**src/rtl/sgm_pkg.sv**
```systemverilog
`default_nettype none

package sgm_pkg;

    // field and datapath widths
    localparam int PixW      = 8;
    localparam int MagW      = 11;
    localparam int WidthRegW = 11;
    localparam int HeightRegW = 12;
    localparam int CfgDataW  = 12;
    localparam int CfgIdxW   = 1;
    // counters and clamped sizes, wide enough for a row count of 4096
    localparam int CntW      = 13;
    // one weighted 1,2,1 sum of three pixels
    localparam int SumW      = 10;
    // signed gradient, -1020 to 1020
    localparam int GradW     = 11;
    // square of one gradient, below 2^20
    localparam int SqHalfW   = 20;
    // sum of both squares
    localparam int SqW       = 21;
    // one root bit per step
    localparam int SqrtSteps = 11;

    localparam int DefMaxWidth = 1024;
    localparam int MinDim      = 3;

    localparam logic [WidthRegW-1:0]  ResetWidth  = WidthRegW'(640);
    localparam logic [HeightRegW-1:0] ResetHeight = HeightRegW'(480);

    // configuration register indexes
    typedef enum logic [CfgIdxW-1:0] {
        CFG_WIDTH  = 1'b0,
        CFG_HEIGHT = 1'b1
    } cfg_idx_t;

    // controller states
    typedef enum logic [2:0] {
        ST_CLEAR,
        ST_IDLE,
        ST_READ,
        ST_SOBEL,
        ST_SQUARE,
        ST_ROOT
    } state_t;

    // border masks for the window of the current result
    typedef struct packed {
        logic left;
        logic right;
        logic top;
        logic bottom;
    } mask_t;

    // control from the sequencer to the window datapath
    typedef struct packed {
        logic  shift_en;
        logic  calc_en;
        mask_t mask;
    } win_ctrl_t;

endpackage

`default_nettype wire

```
**src/rtl/sgm_sobel.sv**
```systemverilog
`default_nettype none

module sgm_sobel import sgm_pkg::*; (
    input  wire logic                clk,
    input  wire logic                rst_n,
    input  wire win_ctrl_t           ctrl,
    input  wire logic [PixW-1:0]     col_top,
    input  wire logic [PixW-1:0]     col_mid,
    input  wire logic [PixW-1:0]     col_bot,
    output logic      [SqW-1:0]      sum_sq
);

    // window, [row: top,mid,bottom][col: left,mid,right]
    logic [PixW-1:0] win_reg [3][3];
    logic [PixW-1:0] p [3][3];

    logic [SumW-1:0] top_sum;
    logic [SumW-1:0] bot_sum;
    logic [SumW-1:0] left_sum;
    logic [SumW-1:0] right_sum;

    logic signed [GradW-1:0] gx_next;
    logic signed [GradW-1:0] gy_next;
    logic signed [GradW-1:0] gx_reg;
    logic signed [GradW-1:0] gy_reg;

    logic signed [2*GradW-1:0] gx_sq;
    logic signed [2*GradW-1:0] gy_sq;

    // shift left and bring in the new column
    always_ff @(posedge clk or negedge rst_n)
    begin
        if (!rst_n)
        begin
            for (int i = 0; i < 3; i++)
            begin
                for (int j = 0; j < 3; j++)
                begin
                    win_reg[i][j] <= '0;
                end
            end
        end
        else if (ctrl.shift_en)
        begin
            for (int i = 0; i < 3; i++)
            begin
                win_reg[i][0] <= win_reg[i][1];
                win_reg[i][1] <= win_reg[i][2];
            end
            win_reg[0][2] <= col_top;
            win_reg[1][2] <= col_mid;
            win_reg[2][2] <= col_bot;
        end
    end

    // zero padding at the image borders
    always_comb
    begin
        for (int i = 0; i < 3; i++)
        begin
            for (int j = 0; j < 3; j++)
            begin
                p[i][j] = win_reg[i][j];
            end
        end
        if (ctrl.mask.right)
        begin
            for (int i = 0; i < 3; i++) p[i][2] = '0;
        end
        if (ctrl.mask.left)
        begin
            for (int i = 0; i < 3; i++) p[i][0] = '0;
        end
        if (ctrl.mask.top)
        begin
            for (int j = 0; j < 3; j++) p[0][j] = '0;
        end
        if (ctrl.mask.bottom)
        begin
            for (int j = 0; j < 3; j++) p[2][j] = '0;
        end
    end

    // weighted 1,2,1 sums along the four window edges
    assign top_sum   = SumW'(p[0][0]) + (SumW'(p[0][1]) << 1) + SumW'(p[0][2]);
    assign bot_sum   = SumW'(p[2][0]) + (SumW'(p[2][1]) << 1) + SumW'(p[2][2]);
    assign left_sum  = SumW'(p[0][0]) + (SumW'(p[1][0]) << 1) + SumW'(p[2][0]);
    assign right_sum = SumW'(p[0][2]) + (SumW'(p[1][2]) << 1) + SumW'(p[2][2]);

    assign gx_next = $signed({1'b0, bot_sum}) - $signed({1'b0, top_sum});
    assign gy_next = $signed({1'b0, right_sum}) - $signed({1'b0, left_sum});

    // gradient register
    always_ff @(posedge clk)
    begin
        if (ctrl.calc_en)
        begin
            gx_reg <= gx_next;
            gy_reg <= gy_next;
        end
    end

    // squares and their sum, registered by the root unit
    assign gx_sq  = gx_reg * gx_reg;
    assign gy_sq  = gy_reg * gy_reg;
    assign sum_sq = {1'b0, gx_sq[SqHalfW-1:0]} + {1'b0, gy_sq[SqHalfW-1:0]};

endmodule

`default_nettype wire

```
**config.mk**
```make
export PLATFORM = sky130hd
export DESIGN_NAME = sgm_sobel
export DESIGN_NICKNAME = d
export VERILOG_FILES = /design/src/rtl/sgm_pkg.sv /design/src/rtl/sgm_sobel.sv
export SDC_FILE = /design/constraint.sdc
export NUM_CORES = 1
export LEC_CHECK = 0
export BUFFER_PORTS_ARGS = -buffer_cell sky130_fd_sc_hd__buf_2
export CAP_MARGIN = 10
export CORE_MARGIN = 2
export CORE_UTILIZATION = 55
export DETAILED_ROUTE_END_ITERATION = 10
export PLACE_DENSITY = 0.69
export RECOVER_POWER = 100
export SETUP_SLACK_MARGIN = 0.5
export SLEW_MARGIN = 20
export SYNTH_ARGS = -nofsm -noshare
export SYNTH_HDL_FRONTEND = slang
export SYNTH_SLANG_ARGS = --single-unit
```
**constraint.sdc**
```tcl
create_clock -name clk -period 19.72 [get_ports clk]
set_input_delay 1.972 -clock clk [delete_from_list [all_inputs] [get_ports clk]]
set_output_delay 1.972 -clock clk [all_outputs]
set_load 0.03 [all_outputs]
```
==> impl_metrics.toml <==
[yosys]
ys_ff_latch = 94
avgSynthCellArea_um2 = 10.1
synth_top_area_cell = "fa_1"
synth_edf_count = 22
asyncSetResetFlopFracSynth = 0.766
synthCells = 1433
yosysSeqAreaShare = 0.170
netlist_top_cells_count = "inv_1, fa_1, ha_1, nand2_1"
yosysWarnings = 0
yosys.cell_types.count = 56
synth_area_um2 = 14400
yosysMostFrequentCell = "inv_1"
synthTopCellsByArea = "fa_1, dfrtp_1, ha_1"
syn_nets = 1841
synth_top_area_frac = 0.348
synth_top_flop_cell = "dfrtp_1"

[global_route]
grt.overflow.total = 0
grt_pass1_wl_um = 48500
antenna_found_initial = 0
grtUsageTotal = 0.217
grt_pass1_vias = 10244
grt_max_degree = 73

[timing]
setup_viol = 0
tightest_slew_ns = 3.84
finalHoldViolations = 0
rsz0062_at_grt = "false"
relSlewSlack = -1.56
setup_tns_ns = 0
skew_ns = 0.00886
max_freq_mhz = 110
min_period_ns = 9.12
fin_crit_sh = 0.463
slew_violations = 169

[worst_setup_path]
cp-start-kind = "register"
reg2reg_slack_ns = 15.64
arrival_ns = 7.15
cp_max_fo = 12
critPathCaptureType = "primary output"
path_class = "reg2out"
cp.required_ns = 17.75

[route]
post-route-drc-count = 0
wire_per_inst_um = 15.4
vias = 9439
dr.pass1.iters = 5
dr.first_iter.drc_count = 500
vias_per_cell = 5.23
wl_um = 27800
ant_nets = 0

[clocking]
clk_latency_ns = 0.36
cts_sinks = 94
ctsLongestPathBuffers = 2
h-tree-depth = 3
clk_pin_slew_ns = 0.07
cts_buffers = 9
postCtsSetupRepairBufs = 0
hold_buffers = 0
cts_tree = "done"
cts-resized-gates = 0
clock-root-buffer = "clkbuf_16"

[floorplan]
start_util = 0.558
coreArea_um2 = 25900
num_rows = 59
dieArea_um2 = 27600
chipWidth_um = 166
die_y_um = 166
io_pins = 53

[placement]
numPortBuffers = 52
dp_hpwl_um = 23500
gp_congestion = 0.896

[status]
status = "finished, violations left"
violations = "capacitance limit, slew limit"

[finish]
area_growth_pct = 5.72
nNetsFinal = 1873
drive_above_1_share = 0.0932
antenna_cells = 0
largest_register_ffs = 64

[job]
drv_cap = 3

[worst_hold_path]
worstHoldPathType = "reg2reg"
==> path summary, 6_finish.rpt <==
| check | startpoint | endpoint | depth (start not counted) |
|---|---|---|---|
| min in group asynchronous | rst_n | win_reg[30] | 2 |
| worst min-delay path | win_reg[64] | win_reg[64] | 1 |
| worst min register to register | win_reg[64] | win_reg[64] | 1 |
| worst max register to register | win_reg[0] | gy_reg[7] | 14 |
| max in group asynchronous | rst_n | win_reg[16] | 2 |
| worst max-delay path | gy_reg[3] | sum_sq[20] | 22 |
==> critical path: stages (launching register included) <==
cell and delay, ns:
edfxtp_1 0.61, and2_0 0.27, inv_1 0.09, fa_1 0.50, fa_1 0.52, inv_1 0.04, ha_1 0.29, fa_1 0.52
fa_1 0.43, ha_1 0.35, nand2_1 0.09, o21ai_0 0.15, o41ai_1 0.50, inv_1 0.12, a41o_1 0.27, xor2_1 0.14
ha_1 0.35, a21o_1 0.22, a2111o_1 0.44, nor3_1 0.25, a21oi_1 0.12, a221o_1 0.32, buf_2 0.18
==> area by class of cell <==
class / count / area, µm²
clock buffers: 11 / 254
fillers: 2214 / 10600
well taps: 335 / 419
repair buffers: 54 / 245
multi-input cells: 965 / 10600
inverters: 341 / 1280
clock inverters: 5 / 45.0
flip-flops and latches: 94 / 2460
==> through the flow <==
step	worst slack [ns]	utilization	hold WS, ns	area (µm²)	cells
floorplan	11.44	-	0.472	14400	1433
global placement	11.34	0.580	0.484	15000	1789
detailed placement	11.20	0.580	0.490	15000	1789
CTS	10.78	0.591	0.508	15300	1805
global route	10.13	0.590	0.519	15300	1805
finish	10.60	0.590	0.503	15300	1805
==> logic make-up (layout without fill, tap and decap cells) <==
kind of cell,Yosys count,count (layout),synth area share
AND/OR/NAND/NOR,304,304,0.105
buffers and inverters,374,411,0.0972
flip-flops,94,94,0.170
AO/OA/AOI/OAI,128,128,0.0632
adder cells (fa/ha/maj),376,376,0.456
XOR/XNOR,82,82,0.0497
multiplexers,75,75,0.0582
==> per-layer routing <==
metal / up-vias / GRT usage / part of all wire
met1: 4766 / 0.284 / 0.43
met2: 171 / 0.384 / 0.52
met4: 0 / 0.0673 / 0.023
met5: - / 0 / 0
met3: 34 / 0.0191 / 0.029
li1: 4468 / - / -
==> cell usage in the layout, fill, tap and decap left out, types with 8 or more instances in the layout <==
cell type  count
inv_1        341
fa_1         251
ha_1         125
nand2_1      102
mux2_2        72
dfrtp_1       72
xnor2_1       61
and2_1        51
nor2_1        47
nand2b_1      39
buf_2         34
a21oi_1       32
nor2b_1       31
edfxtp_1      22
xor2_1        21
clkbuf_1      21
o21ai_0       18
a21o_1        16
clkbuf_16     10
nor3_1         9
a31oi_1        8
Power is left out: the tool's default activity adds up to more than one toggle a clock period on the data nets, which glitch-free logic cannot reach.
