<file path="config.mk">
export PLATFORM = sky130hd
export DESIGN_NAME = sgm_sqrt
export DESIGN_NICKNAME = d
export VERILOG_FILES = /design/src/rtl/sgm_pkg.sv /design/src/rtl/sgm_sqrt.sv
export SDC_FILE = /design/constraint.sdc
export NUM_CORES = 1
export LEC_CHECK = 0
export CAP_MARGIN = 20
export CORE_MARGIN = 2
export CORE_UTILIZATION = 52
export CTS_CLUSTER_SIZE = 10
export DETAILED_ROUTE_END_ITERATION = 12
export DONT_BUFFER_PORTS = 1
export GPL_ROUTABILITY_DRIVEN = 0
export GPL_TIMING_DRIVEN = 1
export PLACE_DENSITY = 0.74
export SLEW_MARGIN = 20
export SYNTH_ARGS = -nofsm -noshare
export SYNTH_HDL_FRONTEND = slang
export SYNTH_SLANG_ARGS = --single-unit
</file>
<file path="constraint.sdc">
create_clock -name clk -period 6.45 [get_ports clk]
set_input_delay 1.29 -clock clk [delete_from_list [all_inputs] [get_ports clk]]
set_output_delay 1.29 -clock clk [all_outputs]
set_load 0.005 [all_outputs]
</file>
<file path="src/rtl/sgm_pkg.sv">
`default_nettype none

package sgm_pkg;

    // field and datapath widths
    localparam int PixW      = 8;
    localparam int MagW      = 11;
    localparam int WidthRegW = 11;
    localparam int HeightRegW = 12;
    localparam int CfgDataW  = 12;
    localparam int CfgIdxW   = 1;
    // counters and clamped sizes, wide enough for a row count of 4096
    localparam int CntW      = 13;
    // one weighted 1,2,1 sum of three pixels
    localparam int SumW      = 10;
    // signed gradient, -1020 to 1020
    localparam int GradW     = 11;
    // square of one gradient, below 2^20
    localparam int SqHalfW   = 20;
    // sum of both squares
    localparam int SqW       = 21;
    // one root bit per step
    localparam int SqrtSteps = 11;

    localparam int DefMaxWidth = 1024;
    localparam int MinDim      = 3;

    localparam logic [WidthRegW-1:0]  ResetWidth  = WidthRegW'(640);
    localparam logic [HeightRegW-1:0] ResetHeight = HeightRegW'(480);

    // configuration register indexes
    typedef enum logic [CfgIdxW-1:0] {
        CFG_WIDTH  = 1'b0,
        CFG_HEIGHT = 1'b1
    } cfg_idx_t;

    // controller states
    typedef enum logic [2:0] {
        ST_CLEAR,
        ST_IDLE,
        ST_READ,
        ST_SOBEL,
        ST_SQUARE,
        ST_ROOT
    } state_t;

    // border masks for the window of the current result
    typedef struct packed {
        logic left;
        logic right;
        logic top;
        logic bottom;
    } mask_t;

    // control from the sequencer to the window datapath
    typedef struct packed {
        logic  shift_en;
        logic  calc_en;
        mask_t mask;
    } win_ctrl_t;

endpackage

`default_nettype wire

</file>
<file path="src/rtl/sgm_sqrt.sv">
`default_nettype none

module sgm_sqrt import sgm_pkg::*; (
    input  wire logic            clk,
    input  wire logic            rst_n,
    input  wire logic            start,
    input  wire logic [SqW-1:0]  operand,
    output logic                 done,
    output logic      [MagW-1:0] root
);

    localparam logic [SqW-1:0] FirstBit = SqW'(1) << (2 * (SqrtSteps - 1));

    logic [SqW-1:0] rem_reg;
    logic [SqW-1:0] rem_next;
    logic [SqW-1:0] res_reg;
    logic [SqW-1:0] res_next;
    logic [SqW-1:0] bit_reg;
    logic           busy_reg;
    logic           done_reg;
    logic [SqW:0]   trial;

    // one restoring step: try res + bit against the remainder
    always_comb
    begin
        trial = {1'b0, res_reg} + {1'b0, bit_reg};
        if ({1'b0, rem_reg} >= trial)
        begin
            rem_next = rem_reg - trial[SqW-1:0];
            res_next = (res_reg >> 1) + bit_reg;
        end
        else
        begin
            rem_next = rem_reg;
            res_next = res_reg >> 1;
        end
    end

    // step control
    always_ff @(posedge clk or negedge rst_n)
    begin
        if (!rst_n)
        begin
            busy_reg <= 1'b0;
            done_reg <= 1'b0;
        end
        else if (start)
        begin
            busy_reg <= 1'b1;
            done_reg <= 1'b0;
        end
        else if (busy_reg && bit_reg[0])
        begin
            busy_reg <= 1'b0;
            done_reg <= 1'b1;
        end
    end

    // remainder, partial root and bit position
    always_ff @(posedge clk)
    begin
        if (start)
        begin
            rem_reg <= operand;
            res_reg <= '0;
            bit_reg <= FirstBit;
        end
        else if (busy_reg)
        begin
            rem_reg <= rem_next;
            res_reg <= res_next;
            bit_reg <= bit_reg >> 2;
        end
    end

    assign done = done_reg;
    assign root = res_reg[MagW-1:0];

endmodule

`default_nettype wire

</file>
==> run_results.csv <==
group,metric,value,unit
global_route,grt_pass1_vias,3588,
yosys,ys_seq_area_frac,0.291,
yosys,netlist_instances,536,
drt,drt-initial-drc-count,191,
yosys,synth_top_cell_by_area,"dfxtp_1",
placed_design,dp.cells,615,
timing,slew_headroom,0.345,
yosys,synthFlopType,"dfxtp_1",
critical_path,cp-startpoint,"bit_reg[0]$_SDFFE_PP0P_",
drt,wl_per_cell,16.6,um
critical_path,crit_top_cell,"ha_1",
cts,clk_latency,0.32,ns
global_route,grt_usage,0.219,
yosys,synth_area_leaders,"dfxtp_1 (14%), edfxtp_1 (14%), ha_1 (12%), nand2_1 (5.6%), xor2_1 (5.6%)",
cts,cts_root_buf,"clkbuf_8",
timing,rsz0062_at_grt,"no",
finish,fin_cells,623,
critical_path,critPathArrivalTime,5.50,ns
cts,hold_buffers,0,
critical_path,reg2reg_from,"bit_reg[0]$_SDFFE_PP0P_",
drt,ant_nets,0,
timing,setup_tns,0,ns
die,start_util,0.529,
critical_path,startpoint_type,"register",
critical_path,cp.required,6.39,ns
timing,fin_skew,0.0130,ns
cts,cts-resized-gates,0,
global_route,grt_pass1_wl,17400,um
drt,vias,3814,
critical_path,cp_max_fo,21,
critical_path,cp_slowest_cell,"a21o_1",
timing,fmax,180,MHz
finish,final_cell_mix,"nand2_1 (68), ha_1 (44), nor2_1 (40)",
placed_design,dp_slack,1.03,ns
timing,worst_pin_slew,0.983,ns
yosys,synth-seq-cells,55,
finish,multi_input_area,0.00302,mm2
finish,n_fill_cell,803,
critical_path,worstSetupPathType,"register to register",
yosys,synthArstFlopShare,0.0364,
timing,final-max-slew-violation-count,0,
power_and_ir_drop,power.density,427,mW/mm2
drt,wirelength,10300,um
die,chipWidth,97.5,um
placed_design,io_buffers,0,
cts,cts_tree,"built",
yosys,synth-warning-count,0,
global_route,grt-ovfl-total,0,
finish,final_area,0.00463,mm2
drt,vias_per_cell,6.12,
yosys,synth.distinct_cells,62,
timing,setup_viol,0,
placed_design,dp_hpwl,7590,um
timing,fin_crit_sh,0.862,
cts,cts_buffer_depth,2,
finish,syn_to_final_growth,1.73,%
power_and_ir_drop,irDropWorstVdd,0.000220,V
critical_path,slowest_delay,0.85,ns
global_route,antenna_found_initial,0,
cts,cts_buffers,5,
yosys,synth.top_cell.area_share,0.141,
timing,fin_ws,0.892,ns
yosys,post_synth.cell_area_avg,8.48,um2
run,max_cap_violations,0,
timing,final.min_clock_period,5.56,ns
status,status,"completed",
critical_path,critical_path.cell_chain,"ha_1 -> ha_1 -> a21o_1 -> a31oi_1 -> o21ba_2 -> nor2_1 -> nand3_1 -> a21oi_1 -> o21ai_0 -> xor2_1 -> ha_1 -> and3_1 -> nand2_1 -> nor3_1 -> nand4_2 -> a311oi_4 -> buf_4 -> and2_1 -> a21o_1",
min_path,min_path_type,"register to register",
drt,dr.pass1.iters,4,
finish,fin_nets,583,
power_and_ir_drop,leakagePower,0.00188,uW
min_path,min_from,"res_reg[0]$_SDFFE_PP0P_",
cts,htree_levels,2,
timing,hold_viol_final,0,
cts,clkTransAtPathRegs,0.11,ns
drt,drc,0,
critical_path,worstSetupEndpointType,"register",
die,rows,34,
die,dieHeight,97.5,um
yosys,syn-num-nets,605,
yosys,synth_edf_count,21,
finish,regArea,0.00132,mm2
global_route,grt_max_degree,79,
die,dieArea,0.00951,mm2
finish,diodes,0,
die,fp.coreArea,0.00859,mm2
die,ios,36,
finish,drive_above_1_share,0.0485,
cts,post_cts_buffers,0,
yosys,netlist_area,0.00455,mm2
finish,layout_commonest_cell,"nand2_1",
placed_design,placed_cell_area,0.00453,mm2
cts,clock-sinks,55,
## cell usage after synthesis, drive strengths merged, types with 3 or more instances
| library cell | count |
|---|---|
| a211oi | 14 |
| a21o | 14 |
| a21oi | 24 |
| a311oi | 5 |
| a31o | 3 |
| a31oi | 18 |
| a41oi | 4 |
| and2 | 3 |
| and3 | 6 |
| buf | 20 |
| clkbuf | 11 |
| dfxtp | 32 |
| edfxtp | 21 |
| ha | 44 |
| inv | 10 |
| mux2 | 3 |
| mux2i | 13 |
| nand2 | 69 |
| nand3 | 17 |
| nand4 | 4 |
| nor2 | 40 |
| nor2b | 9 |
| nor3 | 11 |
| o211ai | 3 |
| o21a | 5 |
| o21ai | 39 |
| o21bai | 3 |
| o22ai | 6 |
| o31ai | 7 |
| or2 | 3 |
| xnor2 | 17 |
| xor2 | 29 |
## area by class of cell
class                           count  area share
Sequential cell                    55       0.286
Clock inverter                      3     0.00595
Clock buffer                        5      0.0149
Tap cell                          108      0.0292
Timing Repair Buffer                2     0.00325
Multi-Input combinational cell    439       0.652
Inverter                           11     0.00893
## power breakdown
group	leakage, uW	internal [uW]	switching [uW]
logic	0.00133	484	717
registers	0.000498	500	66.7
clock network	0.0000463	80.2	130
## final timing paths
path | end | slack (ns) | depth (start not counted)
min in group asynchronous | busy_reg$_DFFE_PN0P_ | 0.64 | 0
min | res_reg[0]$_SDFFE_PP0P_ | 0.52 | 2
max | rem_reg[20]$_DFFE_PP_ | 0.89 | 19
max reg2reg | rem_reg[20]$_DFFE_PP_ | 0.89 | 19
min reg2reg | res_reg[0]$_SDFFE_PP0P_ | 0.52 | 2
max in group asynchronous | done$_DFFE_PN0P_ | 5.74 | 0
## metal layers
layer | global-route usage | share of wire | vias to the layer above | wire length (um)
met3 | 0.0410 | 0.054 | 15 | 556
li1 | - | - | 1916 | -
met4 | 0.0577 | 0.016 | 0 | 167
met2 | 0.367 | 0.47 | 101 | 4840
met5 | 0 | 0 | - | 0
met1 | 0.292 | 0.46 | 1782 | 4760
## logic make-up after synthesis
logic type,share of synthesized area
xor gates and xnor gates,0.0886
buffers and inverters,0.0460
muxes,0.0360
DFF,0.291
and+or+nand+nor,0.176
AOI/OAI and AO/OA,0.238
adders and majority gates,0.125
## metrics by stage
step | utilization | total power [uW] | hold slack (ns)
finish | 0.538 | 1980 | 0.517
global route | 0.538 | 2150 | 0.572
CTS | 0.538 | 1970 | 0.523
detailed placement | 0.527 | 1750 | 0.506
global placement | 0.527 | 1720 | 0.501
floorplan | - | 1520 | 0.472
## critical path: cells and delay by family (launching register included)
family | cells | cell delay (ns)
buffers and inverters | 1 | 0.27
AOI/OAI and AO/OA | 7 | 1.94
DFF | 1 | 0.42
adders and majority gates | 3 | 0.76
xor gates and xnor gates | 1 | 0.17
and+or+nand+nor | 7 | 1.59
No activity file was read; power rests on OpenSTA's default activity.
